`src/sv/duri_pkg.sv`:
```
// Shared types, character codes and decode functions for the data URI decoder.
// No dependencies.
package duri_pkg;

  // Character codes
  localparam logic [7:0] CHAR_COMMA = 8'h2C;
  localparam logic [7:0] CHAR_PLUS  = 8'h2B;
  localparam logic [7:0] CHAR_SLASH = 8'h2F;
  localparam logic [7:0] CHAR_UC_A  = 8'h41;
  localparam logic [7:0] CHAR_UC_B  = 8'h42;
  localparam logic [7:0] CHAR_UC_Z  = 8'h5A;
  localparam logic [7:0] CHAR_LC_A  = 8'h61;
  localparam logic [7:0] CHAR_LC_B  = 8'h62;
  localparam logic [7:0] CHAR_LC_E  = 8'h65;
  localparam logic [7:0] CHAR_LC_S  = 8'h73;
  localparam logic [7:0] CHAR_LC_Z  = 8'h7A;
  localparam logic [7:0] CHAR_0     = 8'h30;
  localparam logic [7:0] CHAR_4     = 8'h34;
  localparam logic [7:0] CHAR_6     = 8'h36;
  localparam logic [7:0] CHAR_9     = 8'h39;

  // Alphabet offsets
  localparam logic [5:0] SEXTET_LC_BASE  = 6'd26;
  localparam logic [5:0] SEXTET_DIG_BASE = 6'd52;
  localparam logic [5:0] SEXTET_PLUS     = 6'd62;
  localparam logic [5:0] SEXTET_SLASH    = 6'd63;

  // Keyword length ("base64")
  localparam logic [2:0] KW_LEN = 3'd6;

  // Result of one processed word
  typedef struct packed {
    logic       has_result;
    logic [7:0] data;
    logic       data_valid;
    logic       done;
    logic       no_comma_err;
  } step_res_t;

  // Base64 alphabet lookup: {valid, value}
  function automatic logic [6:0] sextet_of(input logic [7:0] ch);
    logic [7:0] d;
    d = 8'd0;
    if (ch >= CHAR_UC_A && ch <= CHAR_UC_Z) begin
      d = ch - CHAR_UC_A;
      return {1'b1, d[5:0]};
    end else if (ch >= CHAR_LC_A && ch <= CHAR_LC_Z) begin
      d = ch - CHAR_LC_A;
      return {1'b1, d[5:0] + SEXTET_LC_BASE};
    end else if (ch >= CHAR_0 && ch <= CHAR_9) begin
      d = ch - CHAR_0;
      return {1'b1, d[5:0] + SEXTET_DIG_BASE};
    end else if (ch == CHAR_PLUS) begin
      return {1'b1, SEXTET_PLUS};
    end else if (ch == CHAR_SLASH) begin
      return {1'b1, SEXTET_SLASH};
    end
    return 7'd0;
  endfunction

  // Does ch match keyword letter at position pos
  function automatic logic kw_letter(input logic [2:0] pos, input logic [7:0] ch);
    logic hit;
    hit = 1'b0;
    case (pos)
      3'd0:    hit = (ch == CHAR_LC_B) || (ch == CHAR_UC_B);
      3'd1:    hit = (ch == CHAR_LC_A);
      3'd2:    hit = (ch == CHAR_LC_S);
      3'd3:    hit = (ch == CHAR_LC_E);
      3'd4:    hit = (ch == CHAR_6);
      3'd5:    hit = (ch == CHAR_4);
      default: hit = 1'b0;
    endcase
    return hit;
  endfunction

endpackage

```
`src/sv/duri_core.sv`:
```
// Per-character decode step: header keyword search, raw pass-through and
// base64 bit packing, with the decoder state registers. Uses duri_pkg.
module duri_core (
  input  logic                 clk_i,
  input  logic                 rst_ni,
  input  logic                 step_i,   // process the presented word this cycle
  input  logic [7:0]           char_i,
  input  logic                 last_i,
  output duri_pkg::step_res_t  res_o
);

  logic        after_comma_q, after_comma_d;
  logic        b64_mode_q, b64_mode_d;
  logic [2:0]  kw_prog_q, kw_prog_d;
  logic [11:0] acc_q, acc_d;
  logic [2:0]  held_q, held_d;

  logic [6:0]  sx;
  logic [2:0]  prog_next;
  logic [3:0]  nb;
  logic [3:0]  nb_rem;
  logic [11:0] shifted;

  // Next state and result for the presented character
  always_comb begin
    after_comma_d = after_comma_q;
    b64_mode_d    = b64_mode_q;
    kw_prog_d     = kw_prog_q;
    acc_d         = acc_q;
    held_d        = held_q;
    res_o         = '0;
    sx            = duri_pkg::sextet_of(char_i);
    prog_next     = 3'd0;
    nb            = {1'b0, held_q} + 4'd6;
    nb_rem        = nb - 4'd8;
    shifted       = 12'd0;

    if (!after_comma_q) begin
      if (char_i == duri_pkg::CHAR_COMMA) begin
        after_comma_d = 1'b1;
      end else if (!b64_mode_q) begin
        // keyword search with restart on the failing character
        if (duri_pkg::kw_letter(kw_prog_q, char_i)) begin
          prog_next = kw_prog_q + 3'd1;
        end else begin
          prog_next = duri_pkg::kw_letter(3'd0, char_i) ? 3'd1 : 3'd0;
        end
        if (prog_next == duri_pkg::KW_LEN) begin
          b64_mode_d = 1'b1;
          kw_prog_d  = 3'd0;
        end else begin
          kw_prog_d  = prog_next;
        end
      end
    end else if (!b64_mode_q) begin
      res_o.data_valid = 1'b1;
      res_o.data       = char_i;
    end else if (sx[6]) begin
      // pack the sextet, emit a byte once 8 bits are held
      acc_d = {acc_q[5:0], sx[5:0]};
      if (nb >= 4'd8) begin
        shifted          = acc_d >> nb_rem;
        res_o.data       = shifted[7:0];
        res_o.data_valid = 1'b1;
        held_d           = nb_rem[2:0];
      end else begin
        held_d = nb[2:0];
      end
    end

    res_o.done         = last_i;
    res_o.no_comma_err = last_i && !after_comma_d;
    res_o.has_result   = res_o.data_valid || last_i;

    // end of URI returns everything to reset
    if (last_i) begin
      after_comma_d = 1'b0;
      b64_mode_d    = 1'b0;
      kw_prog_d     = 3'd0;
      acc_d         = 12'd0;
      held_d        = 3'd0;
    end
  end

  // State registers
  always_ff @(posedge clk_i or negedge rst_ni) begin
    if (!rst_ni) begin
      after_comma_q <= 1'b0;
      b64_mode_q    <= 1'b0;
      kw_prog_q     <= 3'd0;
      acc_q         <= 12'd0;
      held_q        <= 3'd0;
    end else if (step_i) begin
      after_comma_q <= after_comma_d;
      b64_mode_q    <= b64_mode_d;
      kw_prog_q     <= kw_prog_d;
      acc_q         <= acc_d;
      held_q        <= held_d;
    end
  end

endmodule

```
`src/sv/data_uri_base64_decoder.sv`:
```
// Data URI payload decoder: one character word in, at most one byte word out.
// Each word passes the input register, the decode step and the result register in order.
// Throughput: one word per cycle while the output is not stalled by m_axis_tready_i low.
// Words that produce no byte and are not last are absorbed with no output word.
// Reset (rst_ni low, asynchronous) clears both valid flags and all decoder state.
// Depends on duri_pkg and duri_core.
module data_uri_base64_decoder (
  input  logic       clk_i,
  input  logic       rst_ni,
  input  logic       s_axis_tvalid_i,
  output logic       s_axis_tready_o,
  input  logic [7:0] s_axis_tdata_i,   // [7:0] char_in
  input  logic       s_axis_tlast_i,   // is_last
  output logic       m_axis_tvalid_o,
  input  logic       m_axis_tready_i,
  output logic [7:0] m_axis_tdata_o,   // [7:0] byte_out
  output logic [1:0] m_axis_tuser_o,   // [0] byte_valid, [1] no_comma_error
  output logic       m_axis_tlast_o    // done_res
);

  logic       in_vld_q;
  logic [7:0] in_char_q;
  logic       in_last_q;
  logic       out_vld_q;
  logic [7:0] out_data_q;
  logic [1:0] out_user_q;
  logic       out_last_q;

  logic                advance;
  logic                out_free;
  duri_pkg::step_res_t res;

  assign out_free        = !out_vld_q || m_axis_tready_i;
  assign advance         = in_vld_q && out_free;
  assign s_axis_tready_o = !in_vld_q || advance;

  // Input register
  always_ff @(posedge clk_i or negedge rst_ni) begin
    if (!rst_ni) begin
      in_vld_q <= 1'b0;
    end else if (s_axis_tready_o) begin
      in_vld_q <= s_axis_tvalid_i;
    end
  end

  always_ff @(posedge clk_i) begin
    if (s_axis_tready_o && s_axis_tvalid_i) begin
      in_char_q <= s_axis_tdata_i;
      in_last_q <= s_axis_tlast_i;
    end
  end

  // Decode step and state
  duri_core u_core (
    .clk_i  (clk_i),
    .rst_ni (rst_ni),
    .step_i (advance),
    .char_i (in_char_q),
    .last_i (in_last_q),
    .res_o  (res)
  );

  // Result register
  always_ff @(posedge clk_i or negedge rst_ni) begin
    if (!rst_ni) begin
      out_vld_q <= 1'b0;
    end else if (out_free) begin
      out_vld_q <= advance && res.has_result;
    end
  end

  always_ff @(posedge clk_i) begin
    if (advance && res.has_result) begin
      out_data_q <= res.data;
      out_user_q <= {res.no_comma_err, res.data_valid};
      out_last_q <= res.done;
    end
  end

  assign m_axis_tvalid_o = out_vld_q;
  assign m_axis_tdata_o  = out_data_q;
  assign m_axis_tuser_o  = out_user_q;
  assign m_axis_tlast_o  = out_last_q;

endmodule
```
`config.mk`:
```
export PLATFORM = sky130hd
export DESIGN_NAME = data_uri_base64_decoder
export DESIGN_NICKNAME = d
export VERILOG_FILES = /design/src/sv/duri_pkg.sv /design/src/sv/duri_core.sv /design/src/sv/data_uri_base64_decoder.sv
export SDC_FILE = /design/constraint.sdc
export NUM_CORES = 1
export LEC_CHECK = 0
export ABC_AREA = 0
export BUFFER_PORTS_ARGS = -buffer_cell sky130_fd_sc_hd__buf_4
export CORE_MARGIN = 4
export CORE_UTILIZATION = 56
export DETAILED_ROUTE_END_ITERATION = 8
export HOLD_SLACK_MARGIN = 0.15
export PLACE_DENSITY = 0.84
export RECOVER_POWER = 50
export REMOVE_ABC_BUFFERS = 1
export SLEW_MARGIN = 20
export SYNTH_ARGS = -nofsm -noshare
export SYNTH_HDL_FRONTEND = slang
export SYNTH_SLANG_ARGS = --single-unit
```
`constraint.sdc`:
```
create_clock -name clk_i -period 3.82 [get_ports clk_i]
set_input_delay 0.764 -clock clk_i [delete_from_list [all_inputs] [get_ports clk_i]]
set_output_delay 0.764 -clock clk_i [all_outputs]
set_load 0.02 [all_outputs]
```
==> metrics.cfg, run 1 <==
[drt]
vias_per_cell = 6.239
drc_errors = 0
drtIter0Drc = 168
routed_wirelength_um = 5484
wire_per_inst_um = 17.25
via_count = 1984
ant_nets = 0
dr.pass1.iters = 6

[critical_path]
required_ns = 3.87
worstSetupEndpointType = register
worstSetupStartpointType = register
crit_path_cell_trace = inv_1, ha_1, a21o_1, a221o_1, a22oi_2, o211ai_1, and4b_1, mux4_2, a22o_1
path_class = reg -> reg
slowest_delay_ns = 0.62
critPathTopFamily = compound AO/OA/AOI/OAI gates
crit_arrival_ns = 3.29
worst_path_max_delay_cell = edfxtp_1
worst-path-buf-inv = 1
path_max_fanout = 13

[sta]
period_minus_slack_ns = 3.239
rsz0062_at_grt = no
worst_pin_slew_ns = 0.8598
fin_skew_ns = 0.007802
setup_slack_ns = 0.5807
setup_viol = 0
hold_violations = 0
fmax_ghz = 0.3087
tns_ns = 0
final-max-slew-violation-count = 0
slew-limit-headroom_pct = 42.68
period_share_pct = 84.80

[layout]
drive_gt1_share_pct = 18.80
area_growth_pct = 8.721
nNetsFinal = 294
antenna_cells = 0
stdcell_count = 318
utilization_pct = 63.05

[power_and_ir_drop]
p_leak_nw = 1.084
max-vdd-ir-drop_uv = 246.3
powerDensity_nw_per_um2 = 309.8
power_uw = 850.4

[clock_tree]
cts_tree = done
postCtsHoldBufs = 0
clkTransAtPathRegs_ns = 0.07
cts_setup_buffers = 0
ctsResizeCount = 0
cts.sinks = 35
numCtsBuffers = 5
clock_latency_ns = 0.30
root_buffer = clkbuf_8
htree_levels = 2
clk_path_buf_depth = 2

[min_path]
hp-class = reg -> reg

[logic_synthesis]
synth_seq_area_share_pct = 38.65
synth_compound_area_share_pct = 23.19
synthMuxAreaShare_pct = 3.469
netlist-cell-type-count = 74
synthFlopType = edfxtp_1
syn_area_um2 = 2525
synth.avg_cell_area_um2 = 10.35
yosys.area_share.simple_pct = 18.93
synth_xor_area_share_pct = 1.734
synth_top_family_by_area = compound AO/OA/AOI/OAI gates
ys_ff_latch = 35
synthAdderAreaFrac_pct = 7.929
synth_cells = 244
synthArstFlopShare_pct = 42.86
synth_edf_count = 20
yosys_warnings = 0

[job]
maxCapViolations = 0

[global_route]
antenna_found_initial = 0
track_usage_pct = 21.20
grt_remaining_overflow = 0
grt_max_degree = 16
grt_pass1_wl_um = 8990
grt_pass1_vias = 1919

[place]
place_ws_ns = 0.5772
gp_congestion = 0.9140
port_buffers = 25
dp_cells = 310
dpl.hpwl_um = 4155

[floorplan]
initial_utilization_pct = 57.99
rows = 24
core_um2 = 4354
ios = 26
die_h_um = 75.15
dieArea_um2 = 5647
die_x_um = 75.15

[run_status]
status = finished clean

## power by group
part / leakage, nW / total, mW / internal (mW) / switching [mW]
Combinational: 0.640 / 0.136 / 0.0553 / 0.0809
Clock: 0.0455 / 0.273 / 0.128 / 0.145
Sequential: 0.398 / 0.442 / 0.418 / 0.0238
## layer usage
metal / share of wire [%] / track usage, % / routed length (µm) / vias up
li1: - / - / - / 964
met1: 43 / 27.98 / 2374 / 949
met2: 49 / 33.85 / 2665 / 58
met3: 6.1 / 4.806 / 332 / 13
met4: 2.0 / 8.544 / 112 / 0
met5: 0 / 0 / 0 / -
## worst min-delay path: stages (launching register included)
cell     delay, ns
dfrtp_1       0.36
nand2_1       0.06
o21ai_0       0.07
## worst paths after layout
kind                                  start              endpoint  slack, ns  depth (start not counted)
hold / removal             u_core.held_q[2]      u_core.held_q[2]       0.52                          2
setup reg to reg               in_char_q[2]     m_axis_tdata_o[4]       0.58                          9
hold reg to reg            u_core.held_q[2]      u_core.held_q[2]       0.52                          2
max in group asynchronous            rst_ni  u_core.after_comma_q       2.74                          1
setup / recovery               in_char_q[2]     m_axis_tdata_o[4]       0.58                          9
min in group asynchronous            rst_ni     u_core.b64_mode_q       0.55                          1
## cell usage in the layout (no fill, tap or decap), types with 3 or more instances in the layout
master and instances:
o21ai_0 12, nand2_1 21, clkbuf_1 9, and2_1 7, nand3_1 9, nand2b_1 3, inv_1 14, clkbuf_8 5
a21oi_1 6, clkbuf_4 9, nor3_1 3, ha_1 16, a22o_1 5, o31ai_1 6, mux4_2 3, a2111oi_0 3
dfrtp_1 15, buf_4 9, xnor2_1 5, o21a_1 4, a22o_2 3, edfxtp_1 20, a211oi_1 3, nor2_1 8
nor2b_1 6
## stage by stage
step | hold slack [ns] | cell area, µm²
6_report | 0.5220 | 2745
5_1_grt | 0.5366 | 2745
4_1_cts | 0.3160 | 2775
3_5_place_dp | 0.4953 | 2691
3_3_place_gp | 0.4685 | 2691
2_1_floorplan | 0.4498 | 2431
## cells in the mapped netlist, types with 3 or more instances
cell / number / area (µm²)
nand2_1: 21 / 78.83
edfxtp_1: 20 / 600.6
ha_1: 16 / 200.2
dfrtp_1: 15 / 375.4
inv_1: 14 / 52.55
o21ai_0: 12 / 60.06
nand3_1: 9 / 45.04
and2_1: 8 / 50.05
nor2_1: 8 / 30.03
a21oi_1: 6 / 30.03
nor2b_1: 6 / 37.54
o31ai_1: 6 / 45.04
a22o_1: 5 / 43.79
xnor2_1: 5 / 43.79
o21a_1: 4 / 30.03
a2111oi_0: 3 / 26.28
a211oi_1: 3 / 22.52
a22o_2: 3 / 30.03
buf_6: 3 / 33.78
clkbuf_1: 3 / 11.26
mux4_2: 3 / 67.56
nand2b_1: 3 / 18.77
nor3_1: 3 / 15.01
## cells by family (layout without fill, tap and decap cells)
family | count (synthesis) | in the layout
adder cells (fa/ha/maj) | 16 | 16
multiplexers | 5 | 5
XOR/XNOR | 5 | 5
AO/OA/AOI/OAI | 76 | 76
flip-flops | 35 | 35
buffers and inverters | 28 | 50
AND/OR/NAND/NOR | 79 | 79
## registers in the layout (all words and copies together), names as in the netlist, 2 cells and up
name,count
u_core.held_q,2
in_char_q,8
u_core.acc_q,6
m_axis_tuser_o,2
u_core.kw_prog_q,3
m_axis_tdata_o,8
## area by class of cell
class | instances | area [µm²]
fill | 346 | 1609
clock inverter | 2 | 11.26
sequential | 35 | 975.9
timing repair buffer | 26 | 165.2
clock buffer | 6 | 72.57
inverter | 16 | 60.06
tap | 52 | 65.06
multi-input combinational | 181 | 1395
Note: power is estimated with default switching activity, not from simulation.
==> inputs of run 2 (changes only) <==
ABC_AREA = 1   (was 0)
clock period = 3.4 ns   (was 3.82 ns; I/O delays follow)
==> metrics.cfg, run 2 <==
[clock_tree]
numCtsBuffers = 5
root_buffer = clkbuf_8
postCtsHoldBufs = 0
htree_levels = 2
cts_setup_buffers = 0
cts_tree = done
clock_latency_ns = 0.28
clk_path_buf_depth = 2
cts.sinks = 35
clkTransAtPathRegs_ns = 0.07
ctsResizeCount = 0

[critical_path]
worstSetupEndpointType = register
rr_endpoint = m_axis_tlast_o
worst_path_max_delay_cell = edfxtp_1
path_max_fanout = 15
path_class = reg -> reg
crit_path_cell_trace = inv_2, ha_1, nand2_1, nand3_1, nand2_1, clkinv_1, nand2_2, nand2_4, nand3_4, nand2_1, a21oi_1, o21ai_1, inv_1
required_ns = 3.34
worstSetupStartpointType = register
startpoint = in_char_q[2]
crit_arrival_ns = 2.71
critPathCapture = m_axis_tlast_o
cp_common_cell = nand2_1
r2r-start = in_char_q[2]
slowest_delay_ns = 0.64
rrSetupSlack_ns = 0.63
reg2reg_depth = 13

[logic_synthesis]
synth.most_common_cell = nand2_1
netlist-cell-type-count = 32
synth_seq_area_share_pct = 37.57
synth_cells = 336
synthArstFlopShare_pct = 42.86
synth.avg_cell_area_um2 = 7.731
synthTopCellsByArea = edfxtp_1 (23%), dfrtp_1 (14%), nand2_1 (11%)
ys_ff_latch = 35
yosys_warnings = 0
synth_edf_count = 20
yosysTopAreaCell = edfxtp_1
synthFlopType = edfxtp_1
syn_area_um2 = 2597
synth_common_cells = nand2_1 (79), nand3_1 (39), inv_1 (36), nor2_1 (27), edfxtp_1 (20)
synth_top_area_share_pct = 23.12

[place]
dpl.hpwl_um = 4497
place_area_um2 = 2770
port_buffers = 25
dp_cells = 402
gp_congestion = 0.9534

[floorplan]
ios = 26
dieArea_um2 = 5792
core_um2 = 4414
initial_utilization_pct = 58.84
rows = 24
die_h_um = 76.11
die_x_um = 76.11

[sta]
rsz0062_at_grt = no
period_minus_slack_ns = 2.772
final-max-slew-violation-count = 0
setup_viol = 0
worst_pin_slew_ns = 0.7843
hold_slack_ns = 0.4454
fin_skew_ns = 0.007184
fmax_ghz = 0.3607
tns_ns = 0
slew-limit-headroom_pct = 47.72
period_share_pct = 81.54
hold_violations = 0

[drt]
wire_per_inst_um = 14.14
via_count = 2202
vias_per_cell = 5.371
drtIter0Drc = 214
dr.pass1.iters = 4
routed_wirelength_um = 5796
drc_errors = 0
ant_nets = 0

[layout]
multi_input_area_um2 = 1364
register_area_um2 = 975.9
nNetsFinal = 386
area_growth_pct = 8.911
antenna_cells = 0
final_common_cell = nand2_1
layout_common_cells = nand2_1 (79), nand3_1 (39), inv_1 (36)
stdcell_count = 410
drive_gt1_share_pct = 15.92
postLayoutCellArea_um2 = 2829
utilization_pct = 64.09
nFillCells = 408

[min_path]
hp-class = in -> async

[global_route]
antenna_found_initial = 0
grt_max_degree = 18
grt_remaining_overflow = 0
grt_pass1_wl_um = 9839
track_usage_pct = 20.47
grt_pass1_vias = 2095

[run_status]
status = finished clean

[power_and_ir_drop]
p_leak_nw = 1.307
powerDensity_nw_per_um2 = 440.7
max-vdd-ir-drop_uv = 321.6

[job]
maxCapViolations = 0

[run 2: changes by cell type after synthesis, sizes merged, moves of 7 or more]
cell / change
nor2: +25
inv: +29
a22o: -8
o31ai: -7
xor2: +7
a21oi: +11
and2: -10
nand3: +38
nand2: +65
[run 2: cell type report]
class,instances,area share [%]
clock buffers,6,2.565
clock inverters,2,0.4423
inverters,46,6.280
multi-input cells,244,48.21
flip-flops and latches,35,34.50
well taps,52,2.300
repair buffers,25,5.705
[run 2: worst min path at each step]
| stage | endpoint | slack [ns] | depth (start not counted) |
|---|---|---|---|
| 2_1_floorplan | in_vld_q | 0.38 | 0 |
| 3_3_place_gp | u_core.acc_q[4] | 0.54 | 1 |
| 3_5_place_dp | m_axis_tvalid_o | 0.53 | 2 |
| 4_1_cts | u_core.acc_q[4] | 0.23 | 1 |
| 5_1_grt | u_core.acc_q[5] | 0.53 | 1 |
| 6_report | u_core.acc_q[4] | 0.45 | 1 |
[run 2: per-stage QoR]
step                      setup WS [ns]  power (mW)
after floorplan                   1.039      0.8380
after global placement           0.7233      0.9678
after detailed placement         0.6402      0.9753
after CTS                        0.6175       1.271
after global routing             0.3369       1.327
final                            0.6276       1.247
[run 2: power by group]
part	internal (mW)	switching (mW)
Clock	0.143	0.151
Combinational	0.118	0.261
Sequential	0.527	0.0472
[run 2: logic make-up after synthesis]
group	synth area share [%]
AOI/OAI and AO/OA	9.249
xor gates and xnor gates	2.698
adders and majority gates	7.707
buffers and inverters	9.923
DFF	37.57
and+or+nand+nor	32.85
[run 2: critical path: cells and delay by family (launching register included)]
family | cells | cell delay, ns
AND/OR/NAND/NOR | 7 | 0.71
flip-flops | 1 | 0.64
buffers and inverters | 3 | 0.52
adder cells (fa/ha/maj) | 1 | 0.28
AO/OA/AOI/OAI | 2 | 0.27
[run 2: layer usage]
layer,GRT usage (%),up-vias,routed length (µm)
met5,0,-,0
li1,-,1139,-
met1,29.15,994,2620
met3,3.901,10,401
met4,4.720,0,66
met2,32.28,59,2708
